[src/sv/lrupr_pkg.sv]
// ----------------------------------------------------------------------------
// lrupr_pkg
// constants and field layout for the lru page replacement block
// ----------------------------------------------------------------------------
package lrupr_pkg;

  localparam int PAGE_W     = 16;
  localparam int SLOT_W     = 3;
  localparam int COUNT_W    = 32;
  localparam int CFG_W      = 4;
  localparam logic [CFG_W-1:0] CFG_RESET = 4'd8;

  localparam int IN_TDATA_W  = 16;
  localparam int OUT_TDATA_W = 56;
  localparam int OUT_TUSER_W = 2;

  // out_tuser bit positions
  localparam int TUSER_HIT   = 0;
  localparam int TUSER_EVICT = 1;

  // out_tdata field positions
  localparam int SLOT_LSB = 0;
  localparam int EVP_LSB  = SLOT_LSB + SLOT_W;
  localparam int EVP_MSB  = EVP_LSB + PAGE_W - 1;
  localparam int FC_LSB   = EVP_MSB + 1;
  localparam int FC_MSB   = FC_LSB + COUNT_W - 1;

endpackage

[src/sv/lru_page_replacement.sv]
// ----------------------------------------------------------------------------
// lru_page_replacement
// lru page replacement over a small frame set, one page reference per transfer
// ----------------------------------------------------------------------------
//  channel | dir | handshake               | content
//  in_     | in  | in_tvalid / in_tready   | page number, tlast ends the string
//  out_    | out | out_tvalid / out_tready | hit, slot, evicted page, fault count
//  cfg_    | in  | cfg_valid / cfg_ready   | frames_in_use
//
//  one reference per cycle unless the output stalls: tag compare, rank update
//  and result all happen in the input transfer's cycle. the output register is
//  the only stage; input is taken when it is empty or its result is taken in
//  the same cycle. rst_n clears frames, ranks, fault count and sets
//  frames_in_use to 8. a transfer with tlast clears the frames after its result.
// ----------------------------------------------------------------------------
module lru_page_replacement
  import lrupr_pkg::*;
#(
  parameter int FRAMES    = 8,
  parameter int PAGE_BITS = 16
) (
  input  logic                   clk,
  input  logic                   rst_n,
  input  logic                   in_tvalid,
  output logic                   in_tready,
  input  logic [IN_TDATA_W-1:0]  in_tdata,   // page_number
  input  logic                   in_tlast,   // last_reference
  output logic                   out_tvalid,
  input  logic                   out_tready,
  output logic [OUT_TDATA_W-1:0] out_tdata,  // frame_slot, evicted_page, fault_count, zero pad
  output logic [OUT_TUSER_W-1:0] out_tuser,  // hit, evicted_valid
  input  logic                   cfg_valid,
  output logic                   cfg_ready,
  input  logic [CFG_W-1:0]       cfg_data    // frames_in_use
);

  localparam int PW   = (PAGE_BITS < PAGE_W) ? PAGE_BITS : PAGE_W;
  localparam int RW   = (FRAMES > 1) ? $clog2(FRAMES) : 1;
  localparam int CNTW = $clog2(FRAMES + 1);
  localparam int CAPW = (CNTW > CFG_W) ? CNTW : CFG_W;

  logic [PW-1:0]      page_r   [FRAMES];
  logic [PW-1:0]      page_nxt [FRAMES];
  logic [RW-1:0]      rank_r   [FRAMES];
  logic [RW-1:0]      rank_nxt [FRAMES];
  logic [FRAMES-1:0]  valid_r, valid_nxt;
  logic [COUNT_W-1:0] faults_r, faults_nxt;
  logic [CFG_W-1:0]   cap_cfg_r;

  logic               out_valid_r;
  logic               out_hit_r, out_hit_nxt;
  logic [SLOT_W-1:0]  out_slot_r, out_slot_nxt;
  logic               out_ev_r, out_ev_nxt;
  logic [PAGE_W-1:0]  out_evp_r, out_evp_nxt;
  logic [COUNT_W-1:0] out_fc_r;

  logic               in_fire;
  logic [PW-1:0]      page_in;
  logic [CAPW-1:0]    cap_raw, cap;
  logic [CNTW-1:0]    count;
  logic               hit, free_found, lru_found, insert, evict;
  logic [RW-1:0]      hit_idx, free_idx, lru_idx, slot;
  logic [RW-1:0]      hit_rank;

  assign in_tready = !out_valid_r || out_tready;
  assign in_fire   = in_tvalid && in_tready;
  assign cfg_ready = 1'b1;

  always_comb begin
    page_in = in_tdata[PW-1:0];
    cap_raw = CAPW'(cap_cfg_r);
    if (cap_raw == '0) begin
      cap = CAPW'(1);
    end else if (cap_raw > CAPW'(FRAMES)) begin
      cap = CAPW'(FRAMES);
    end else begin
      cap = cap_raw;
    end
    count = CNTW'($countones(valid_r));

    hit        = 1'b0;
    hit_idx    = '0;
    free_found = 1'b0;
    free_idx   = '0;
    lru_found  = 1'b0;
    lru_idx    = '0;
    for (int i = 0; i < FRAMES; i++) begin
      if (!hit && valid_r[i] && page_r[i] == page_in) begin
        hit     = 1'b1;
        hit_idx = RW'(i);
      end
      if (!free_found && !valid_r[i] && CAPW'(i) < cap) begin
        free_found = 1'b1;
        free_idx   = RW'(i);
      end
      if (!lru_found && valid_r[i] && rank_r[i] == '0) begin
        lru_found = 1'b1;
        lru_idx   = RW'(i);
      end
    end

    insert   = !hit && (CAPW'(count) < cap);
    evict    = !hit && !insert;
    slot     = hit ? hit_idx : (insert ? free_idx : lru_idx);
    hit_rank = rank_r[hit_idx];

    page_nxt  = page_r;
    rank_nxt  = rank_r;
    valid_nxt = valid_r;
    for (int i = 0; i < FRAMES; i++) begin
      if (hit && valid_r[i] && rank_r[i] > hit_rank) begin
        rank_nxt[i] = rank_r[i] - 1'b1;
      end
      if (evict && valid_r[i] && RW'(i) != slot && rank_r[i] != '0) begin
        rank_nxt[i] = rank_r[i] - 1'b1;
      end
    end
    if (hit) begin
      rank_nxt[slot] = RW'(count - 1'b1);
    end else if (insert) begin
      valid_nxt[slot] = 1'b1;
      page_nxt[slot]  = page_in;
      rank_nxt[slot]  = RW'(count);
    end else begin
      page_nxt[slot]  = page_in;
      rank_nxt[slot]  = RW'(count - 1'b1);
    end

    if (hit || faults_r == '1) begin
      faults_nxt = faults_r;
    end else begin
      faults_nxt = faults_r + 1'b1;
    end

    out_hit_nxt  = hit;
    out_slot_nxt = SLOT_W'(slot);
    out_ev_nxt   = evict;
    out_evp_nxt  = evict ? PAGE_W'(page_r[slot]) : '0;
  end

  always_ff @(posedge clk) begin
    if (!rst_n) begin
      valid_r     <= '0;
      faults_r    <= '0;
      cap_cfg_r   <= CFG_RESET;
      out_valid_r <= 1'b0;
      for (int i = 0; i < FRAMES; i++) begin
        page_r[i] <= '0;
        rank_r[i] <= '0;
      end
    end else begin
      if (cfg_valid && cfg_ready) begin
        cap_cfg_r <= cfg_data;
      end
      if (in_fire) begin
        out_valid_r <= 1'b1;
      end else if (out_tready) begin
        out_valid_r <= 1'b0;
      end
      if (in_fire) begin
        if (in_tlast) begin
          valid_r  <= '0;
          faults_r <= '0;
          for (int i = 0; i < FRAMES; i++) begin
            page_r[i] <= '0;
            rank_r[i] <= '0;
          end
        end else begin
          valid_r  <= valid_nxt;
          faults_r <= faults_nxt;
          page_r   <= page_nxt;
          rank_r   <= rank_nxt;
        end
      end
    end
  end

  // result payload
  always_ff @(posedge clk) begin
    if (in_fire) begin
      out_hit_r  <= out_hit_nxt;
      out_slot_r <= out_slot_nxt;
      out_ev_r   <= out_ev_nxt;
      out_evp_r  <= out_evp_nxt;
      out_fc_r   <= faults_nxt;
    end
  end

  assign out_tvalid = out_valid_r;
  assign out_tuser  = {out_ev_r, out_hit_r};
  assign out_tdata  = {{(OUT_TDATA_W - FC_MSB - 1){1'b0}}, out_fc_r, out_evp_r, out_slot_r};

endmodule

[config.mk]
export PLATFORM = sky130hd
export DESIGN_NAME = lru_page_replacement
export DESIGN_NICKNAME = d
export VERILOG_FILES = /design/src/sv/lrupr_pkg.sv /design/src/sv/lru_page_replacement.sv
export SDC_FILE = /design/constraint.sdc
export NUM_CORES = 1
export LEC_CHECK = 0
export BUFFER_PORTS_ARGS = -buffer_cell sky130_fd_sc_hd__buf_4
export CELL_PAD_IN_SITES_DETAIL_PLACEMENT = 1
export CELL_PAD_IN_SITES_GLOBAL_PLACEMENT = 2
export CORE_MARGIN = 1.5
export CORE_UTILIZATION = 38
export CTS_CLUSTER_SIZE = 20
export DETAILED_ROUTE_END_ITERATION = 6
export GPL_TIMING_DRIVEN = 0
export PLACE_DENSITY_LB_ADDON = 0.3
export SLEW_MARGIN = 20
export SYNTH_ARGS = -nofsm -noshare
export SYNTH_HDL_FRONTEND = slang
export SYNTH_SLANG_ARGS = --single-unit
[constraint.sdc]
create_clock -name clk -period 7.3 [get_ports clk]
set_input_delay 0.365 -clock clk [delete_from_list [all_inputs] [get_ports clk]]
set_output_delay 0.365 -clock clk [all_outputs]
set_load 0.01 [all_outputs]
Yosys cells after proc, flatten, opt, wreduce, memory -nomap -nowiden
Cells that the tools add are included.
{ "classes": {"add_sub_neg": 17, "n_lt_le_gt_ge": 23, "eq_ne": 17, "muxes": 90, "n_bitwise": 3, "n_reduce_logical": 146} }
{ "ops": {"columns": ["cell", "n"], "rows": [
  ["two-way mux 128 bit", 2],
  ["bitwise mux 128 bit", 1],
  ["== test 16 bit", 8],
  ["two-way mux 3 bit", 39],
  ["logical AND 1 bit", 90],
  ["two-way mux 24 bit", 3],
  ["two-way mux 32 bit", 2],
  ["binary-select mux 16 bit (select 3 bit)", 1],
  ["bitwise mux 24 bit", 2],
  ["demux 16 bit (select 3 bit)", 1],
  ["two-way mux 16 bit", 3],
  ["adder 32 x 1 -> 32 bit, second input constant", 1],
  ["== test 32 bit, second input constant", 1],
  ["logical NOT 1 bit", 32],
  ["two-way mux 1 bit", 28],
  ["nonzero test 3 bit", 9],
  ["subtractor 3 x 1 -> 3 bit, second input constant", 9],
  ["greater-than comparator 3 bit", 8],
  ["logical NOT 3 bit", 8],
  ["two-way mux 8 bit", 3],
  ["less-than comparator 3 x 4 -> 1 bit, first input constant", 4],
  ["inequality test 3 bit, first input constant", 4],
  ["binary-select mux 3 bit (select 3 bit)", 1],
  ["demux 3 bit (select 3 bit)", 1],
  ["23 further kinds", 35]
]} }
{ "word_totals": {"reg_bits": 250, "in_bits": 26, "wordCells": 321} }

Depth between registers and ports, before layout
{ "depth": {"ltp_word": 45, "mapped_depth": 22, "depth_no_buf": 19} }

Worst setup path before layout
No wires, ideal clock.
{ "synth_path": {"kind": "reg-to-reg", "start": "register valid_r[0]", "end": "register page_r[37] (netlist name)", "arrival_time_ns": 5.323, "t_required_ns": 7.172, "slack_ns": 1.849, "stages_incl_launch_ff": 21, "path_buffers": 1, "synth_period_minus_slack_ns": 5.451, "cell_sequence": "dfxtp_1 > fa_1 > inv_1 > fa_1 > fa_1 > inv_1 > ha_1 > fa_1 > ha_1 > a21o_1 > a21o_1 > a21oi_1 > mux2_2 > a21oi_1 > inv_1 > or3_1 > nor2_1 > o21ai_1 > clkbuf_1 > a32oi_1 > nor2_1"} }
{ "synth_via": {"elab_chain_cells": 42} }
{ "synth_lines": {"columns": ["element", "line_no", "text"], "rows": [
  ["start, declared", "lru_page_replacement.sv:46", "logic [FRAMES-1:0] valid_r, valid_nxt;"],
  ["start signal, assigned", "lru_page_replacement.sv:169", "valid_r <= valid_nxt;"],
  ["logical AND 1 bit", "lru_page_replacement.sv:88", "if (!hit && valid_r[i] && page_r[i] == page_in) begin"],
  ["two-way mux 1 bit", "lru_page_replacement.sv:88", null],
  ["logical NOT 1 bit", "lru_page_replacement.sv:88", null],
  ["logical AND 1 bit (2 in series)", "lru_page_replacement.sv:88", null],
  ["two-way mux 1 bit", "lru_page_replacement.sv:88", null],
  ["logical NOT 1 bit", "lru_page_replacement.sv:88", null],
  ["logical AND 1 bit (2 in series)", "lru_page_replacement.sv:88", null],
  ["two-way mux 1 bit", "lru_page_replacement.sv:88", null],
  ["(+24 left out)", null, null],
  ["inverter 3 -> 4 bit (not written as such)", "lru_page_replacement.sv:122, lru_page_replacement.sv:125", null],
  ["greater-or-equal comparator 4 bit (not written as such) or less-than comparator 4 x 1 -> 1 bit (tied branches)", "lru_page_replacement.sv:122, lru_page_replacement.sv:125", null],
  ["logical AND 1 bit (not written as such)", "lru_page_replacement.sv:122, lru_page_replacement.sv:125", null],
  ["two-way mux 16 bit (not written as such)", "lru_page_replacement.sv:122, lru_page_replacement.sv:125", null],
  ["demux 16 bit (select 3 bit)", "lru_page_replacement.sv:122, lru_page_replacement.sv:125", null],
  ["bitwise mux 128 bit", "lru_page_replacement.sv:122, lru_page_replacement.sv:125", null],
  ["two-way mux 128 bit", "lru_page_replacement.sv:118", "if (hit) begin"],
  ["two-way mux 128 bit", "lru_page_replacement.sv:161", "if (in_tlast) begin"],
  ["end signal, assigned", "lru_page_replacement.sv:171", "page_r <= page_nxt;"],
  ["end, declared", "lru_page_replacement.sv:42", "logic [PW-1:0] page_r [FRAMES];"]
]} }
Several ways; a longest one is shown, not always the timed one. The select of a mux whose other input is x is not followed.
A chain may end at the register's enable or synchronous reset.

Final worst setup path
{ "layout_path": {"start": "register valid_r[0]", "end": "register out_evp_r[1] (data pin)"} }
{ "layout_via": {"elab_chain_cells": 38} }
{ "layout_lines": {"columns": ["element", "line_no", "text"], "rows": [
  ["logical AND 1 bit", "lru_page_replacement.sv:88", null],
  ["two-way mux 1 bit", "lru_page_replacement.sv:88", null],
  ["logical NOT 1 bit", "lru_page_replacement.sv:88", null],
  ["logical AND 1 bit (2 in series)", "lru_page_replacement.sv:88", null],
  ["two-way mux 1 bit", "lru_page_replacement.sv:88", null],
  ["logical NOT 1 bit", "lru_page_replacement.sv:88", null],
  ["logical AND 1 bit (2 in series)", "lru_page_replacement.sv:88", null],
  ["two-way mux 1 bit", "lru_page_replacement.sv:88", null],
  ["(+17 left out)", null, null],
  ["logical AND 1 bit (2 in series)", "lru_page_replacement.sv:88", null],
  ["two-way mux 1 bit", "lru_page_replacement.sv:88", null],
  ["logical NOT 1 bit", "lru_page_replacement.sv:102, lru_page_replacement.sv:103", null],
  ["logical AND 1 bit", "lru_page_replacement.sv:102", "insert = !hit && (CAPW'(count) < cap);"],
  ["two-way mux 3 bit (2 in series)", "lru_page_replacement.sv:104", "slot = hit ? hit_idx : (insert ? free_idx : lru_idx);"],
  ["inverter 3 -> 4 bit (not written as such)", "lru_page_replacement.sv:138", "out_evp_nxt = evict ? PAGE_W'(page_r[slot]) : '0;"],
  ["binary-select mux 16 bit (select 3 bit)", "lru_page_replacement.sv:138", null],
  ["two-way mux 16 bit (not written as such) (2 in series)", "lru_page_replacement.sv:138", null],
  ["end signal, assigned", "lru_page_replacement.sv:184", "out_evp_r <= out_evp_nxt;"],
  ["end, declared", "lru_page_replacement.sv:54", "logic [PAGE_W-1:0] out_evp_r, out_evp_nxt;"]
]} }
Several ways; a longest one is shown, not always the timed one. The select of a mux whose other input is x is not followed.

==> impl_metrics.ini <==
[synthesis]
syn_avg_cell_area_um2 = 8.52
netlist-cell-type-count = 83
ys_seq_area_share_pct = 35.9
synth_edf_count = 53
synthArstFlopShare_pct = 0
synth_seq_cells = 250
syn_inst = 1811
ys.flop_type = dfxtp_1
yosysWarnings = 0
synth_area_um2 = 15400

[flow_run]
cap_violations = 0

[placed_design]
gp_congestion = 0.980
port_buffers = 62
detailed_place_hpwl_mm = 48.4
pre_cts_ws_ns = 0.218

[sta]
rsz0062_at_grt = false
hold_slack_ns = 0.0390
period_minus_slack_ns = 6.97
tightest_slew_ns = 1.17
hold_violations = 0
finClkSkew_ns = 0.0207
setup_tns_ns = 0
slew_headroom_pct = 21.7
max_freq_mhz = 143
drv_slew = 0
setup_ws_ns = 0.330
setup_viol = 0
finalCritPeriodShare_pct = 95.5

[clocking]
cts_tree = done
cts_max_level = 1
cts_root_buffer = clkbuf_16
clk_path_buf_depth = 3
cts.sinks = 250
postCtsSetupBuffers = 0
clk_pin_slew_ns = 0.06
clk_latency_ns = 0.58
cts-buffers-inserted = 30

[setup_path]
max_stage_delay_ns = 0.56
crit_path_top_delay_cell = fa_1
crit_chain = fa_1, inv_1, fa_1, fa_1, inv_1, ha_1, fa_1, xor2_1, ha_1, a21o_1, a21oi_2, mux2i_1, a21boi_0, nor2_1, buf_2, buf_2, buf_2, mux2i_1, nand2_1, nand3_1, a21oi_1
crit_required_ns = 7.63
critPathLaunchType = register
worstPathArrival_ns = 7.30
path_class = reg2reg
endpoint_kind = register
crit_path_max_fanout = 10
cpMostUsedCell = fa_1

[min_path]
worstHoldPathType = in2reg

[cells_and_area]
syn2layout_area_growth_pct = 14.3
mostFrequentLayoutCell = nor2_1
n_antenna_cell = 0
layout.cells.most_common_list = nor2_1, dfxtp_1, nand2_1
layout-drive-gt1-share_pct = 10.2
fin_util_pct = 44.2
nNetsFinal = 1983

[detailed_routing]
first_pass_iters = 5
drt_iter0_drc = 991
routed-via-count = 15000
viasPerCell = 6.08
ant_nets = 0
met1_length_mm = 26.8
drc = 0
routed-wl-met2_mm = 29.7
top_layer = met5
wl_mm = 62.6
routed-wl-met3_mm = 3.71
drt-wirelength-per-cell_um = 25.4

[global_routing]
overflow = 0
antenna_found_initial = 2
grt_pass1_wl_mm = 94.9
grt_max_degree = 47
grt_usage_pct = 30.0
grt_pass1_vias = 15300

[status]
outcome = completed

[pwr]
p_leak_nw = 6.70
power.density_nw_per_um2 = 194
vdd_ir_drop_max_v = 0.000172

[floorplan]
initial_core_util_pct = 38.7
rows = 73
die_h_um = 205
die_area_um2 = 41800
fp.coreArea_um2 = 39900
die_w_um = 205
ios = 87
[cell families (layout without fill, tap and decap cells)]
group                    after synthesis  in the layout  share of synthesized area, %
other                                  2              6                        0.0487
AND/OR/NAND/NOR                      668            668                          20.8
multiplexers                          87             87                          5.76
flip-flops                           250            250                          35.9
buffers and inverters                216            336                          5.99
AO/OA/AOI/OAI                        381            381                          18.5
adder cells (fa/ha/maj)               44             44                          3.76
XOR/XNOR                             163            163                          9.25
[final cells by class]
type                       instances  area [µm²]
inverter                          59         221
multi-input combinational       1349        9010
fill                            4685       22300
tap                              525         657
clock inverter                    14         165
clock buffer                      40         820
buffer                           156         704
sequential                       250        5540
timing repair buffer              67         528
[state kept, by name, indices dropped and copies added, names as in the netlist]
register    count
page_r        128
faults_r       32
out_fc_r       32
rank_r         24
out_evp_r      16
valid_r         8
cap_cfg_r       4
out_slot_r      3
out_ev_r        1
out_hit_r       1
out_tvalid      1
[timing repair]
action,in CTS,in global routing
hold buffers,2,0
endpoints found under the setup margin,0,46
hold endpoints to repair,2,0
gates resized for setup,0,3
[synth_stat cells (6+ instances only)]
cell / instances / area (µm²)
nand2b_1: 11 / 68.8
a211oi_1: 11 / 82.6
or4_1: 7 / 52.6
dfxtp_1: 197 / 3940
or3_1: 15 / 93.8
ha_1: 40 / 500
a31oi_1: 13 / 81.3
o21ai_0: 28 / 140
inv_1: 56 / 210
and3_1: 12 / 75.1
nand3_1: 79 / 395
mux2i_1: 81 / 811
xor2_1: 59 / 517
nor4b_1: 10 / 87.6
o211ai_1: 20 / 150
and4_1: 7 / 61.3
xnor2_1: 104 / 911
a32oi_1: 132 / 1160
a22oi_1: 25 / 188
and2_1: 9 / 56.3
buf_4: 10 / 75.1
o22ai_1: 7 / 43.8
nand4_1: 36 / 225
a221o_1: 6 / 60.1
clkbuf_1: 94 / 353
a21o_1: 7 / 52.6
edfxtp_1: 53 / 1590
nand2_1: 159 / 597
nor2b_1: 8 / 50.1
o21ai_1: 8 / 40.0
nor3_1: 24 / 120
o2111ai_1: 8 / 70.1
nor2_1: 227 / 852
buf_1: 7 / 26.3
buf_2: 43 / 215
a21oi_1: 77 / 385
nor4_1: 32 / 200
[metal layers]
metal / vias to the layer above / GRT usage [%]
li1: 6837 / -
met5: - / 0
met1: 7488 / 38.6
met4: 2 / 11.7
met3: 130 / 4.25
met2: 504 / 50.4
[stage by stage]
stage / power, W / instances / instance area, µm²
2_1_floorplan: 0.00174 / 1815 / 15500
3_3_place_gp: 0.00190 / 2402 / 16600
3_5_place_dp: 0.00191 / 2405 / 16600
4_1_cts: 0.00345 / 2461 / 17600
5_1_grt: 0.00355 / 2460 / 17600
6_report: 0.00343 / 2460 / 17600
[report_power, final]
| group | leakage (nW) | total, W | switching [W] | internal, W |
|---|---|---|---|---|
| Sequential | 2.12 | 0.00145 | 0.0000148 | 0.00144 |
| Combinational | 4.09 | 0.000435 | 0.000304 | 0.000130 |
| Clock | 0.485 | 0.00154 | 0.000622 | 0.000920 |
| Total | 6.70 | 0.00343 | 0.000941 | 0.00249 |
[path summary, 6_finish.rpt]
path	startpoint	slack (ns)	endpoint	cells after the start
setup / recovery	valid_r[0]$_SDFFE_PN0P_	0.33	out_evp_r[1]$_SDFFCE_PN0P_	21
hold / removal	cfg_data[0]	0.04	cap_cfg_r[0]$_SDFFE_PN0P_	3
hold reg to reg	faults_r[17]$_SDFFE_PN0P_	0.52	faults_r[17]$_SDFFE_PN0P_	2
setup reg to reg	valid_r[0]$_SDFFE_PN0P_	0.33	out_evp_r[1]$_SDFFCE_PN0P_	21
[worst max-delay path, delay by kind of cell, from the launching register on]
family / cells / cell delay, ns
adders and majority gates: 6 / 2.44
and+or+nand+nor: 3 / 0.59
DFF: 1 / 0.40
xor gates and xnor gates: 1 / 0.37
buffers and inverters: 5 / 1.18
AOI/OAI and AO/OA: 4 / 1.17
muxes: 2 / 0.58
Power figures use the tool's default switching activity.
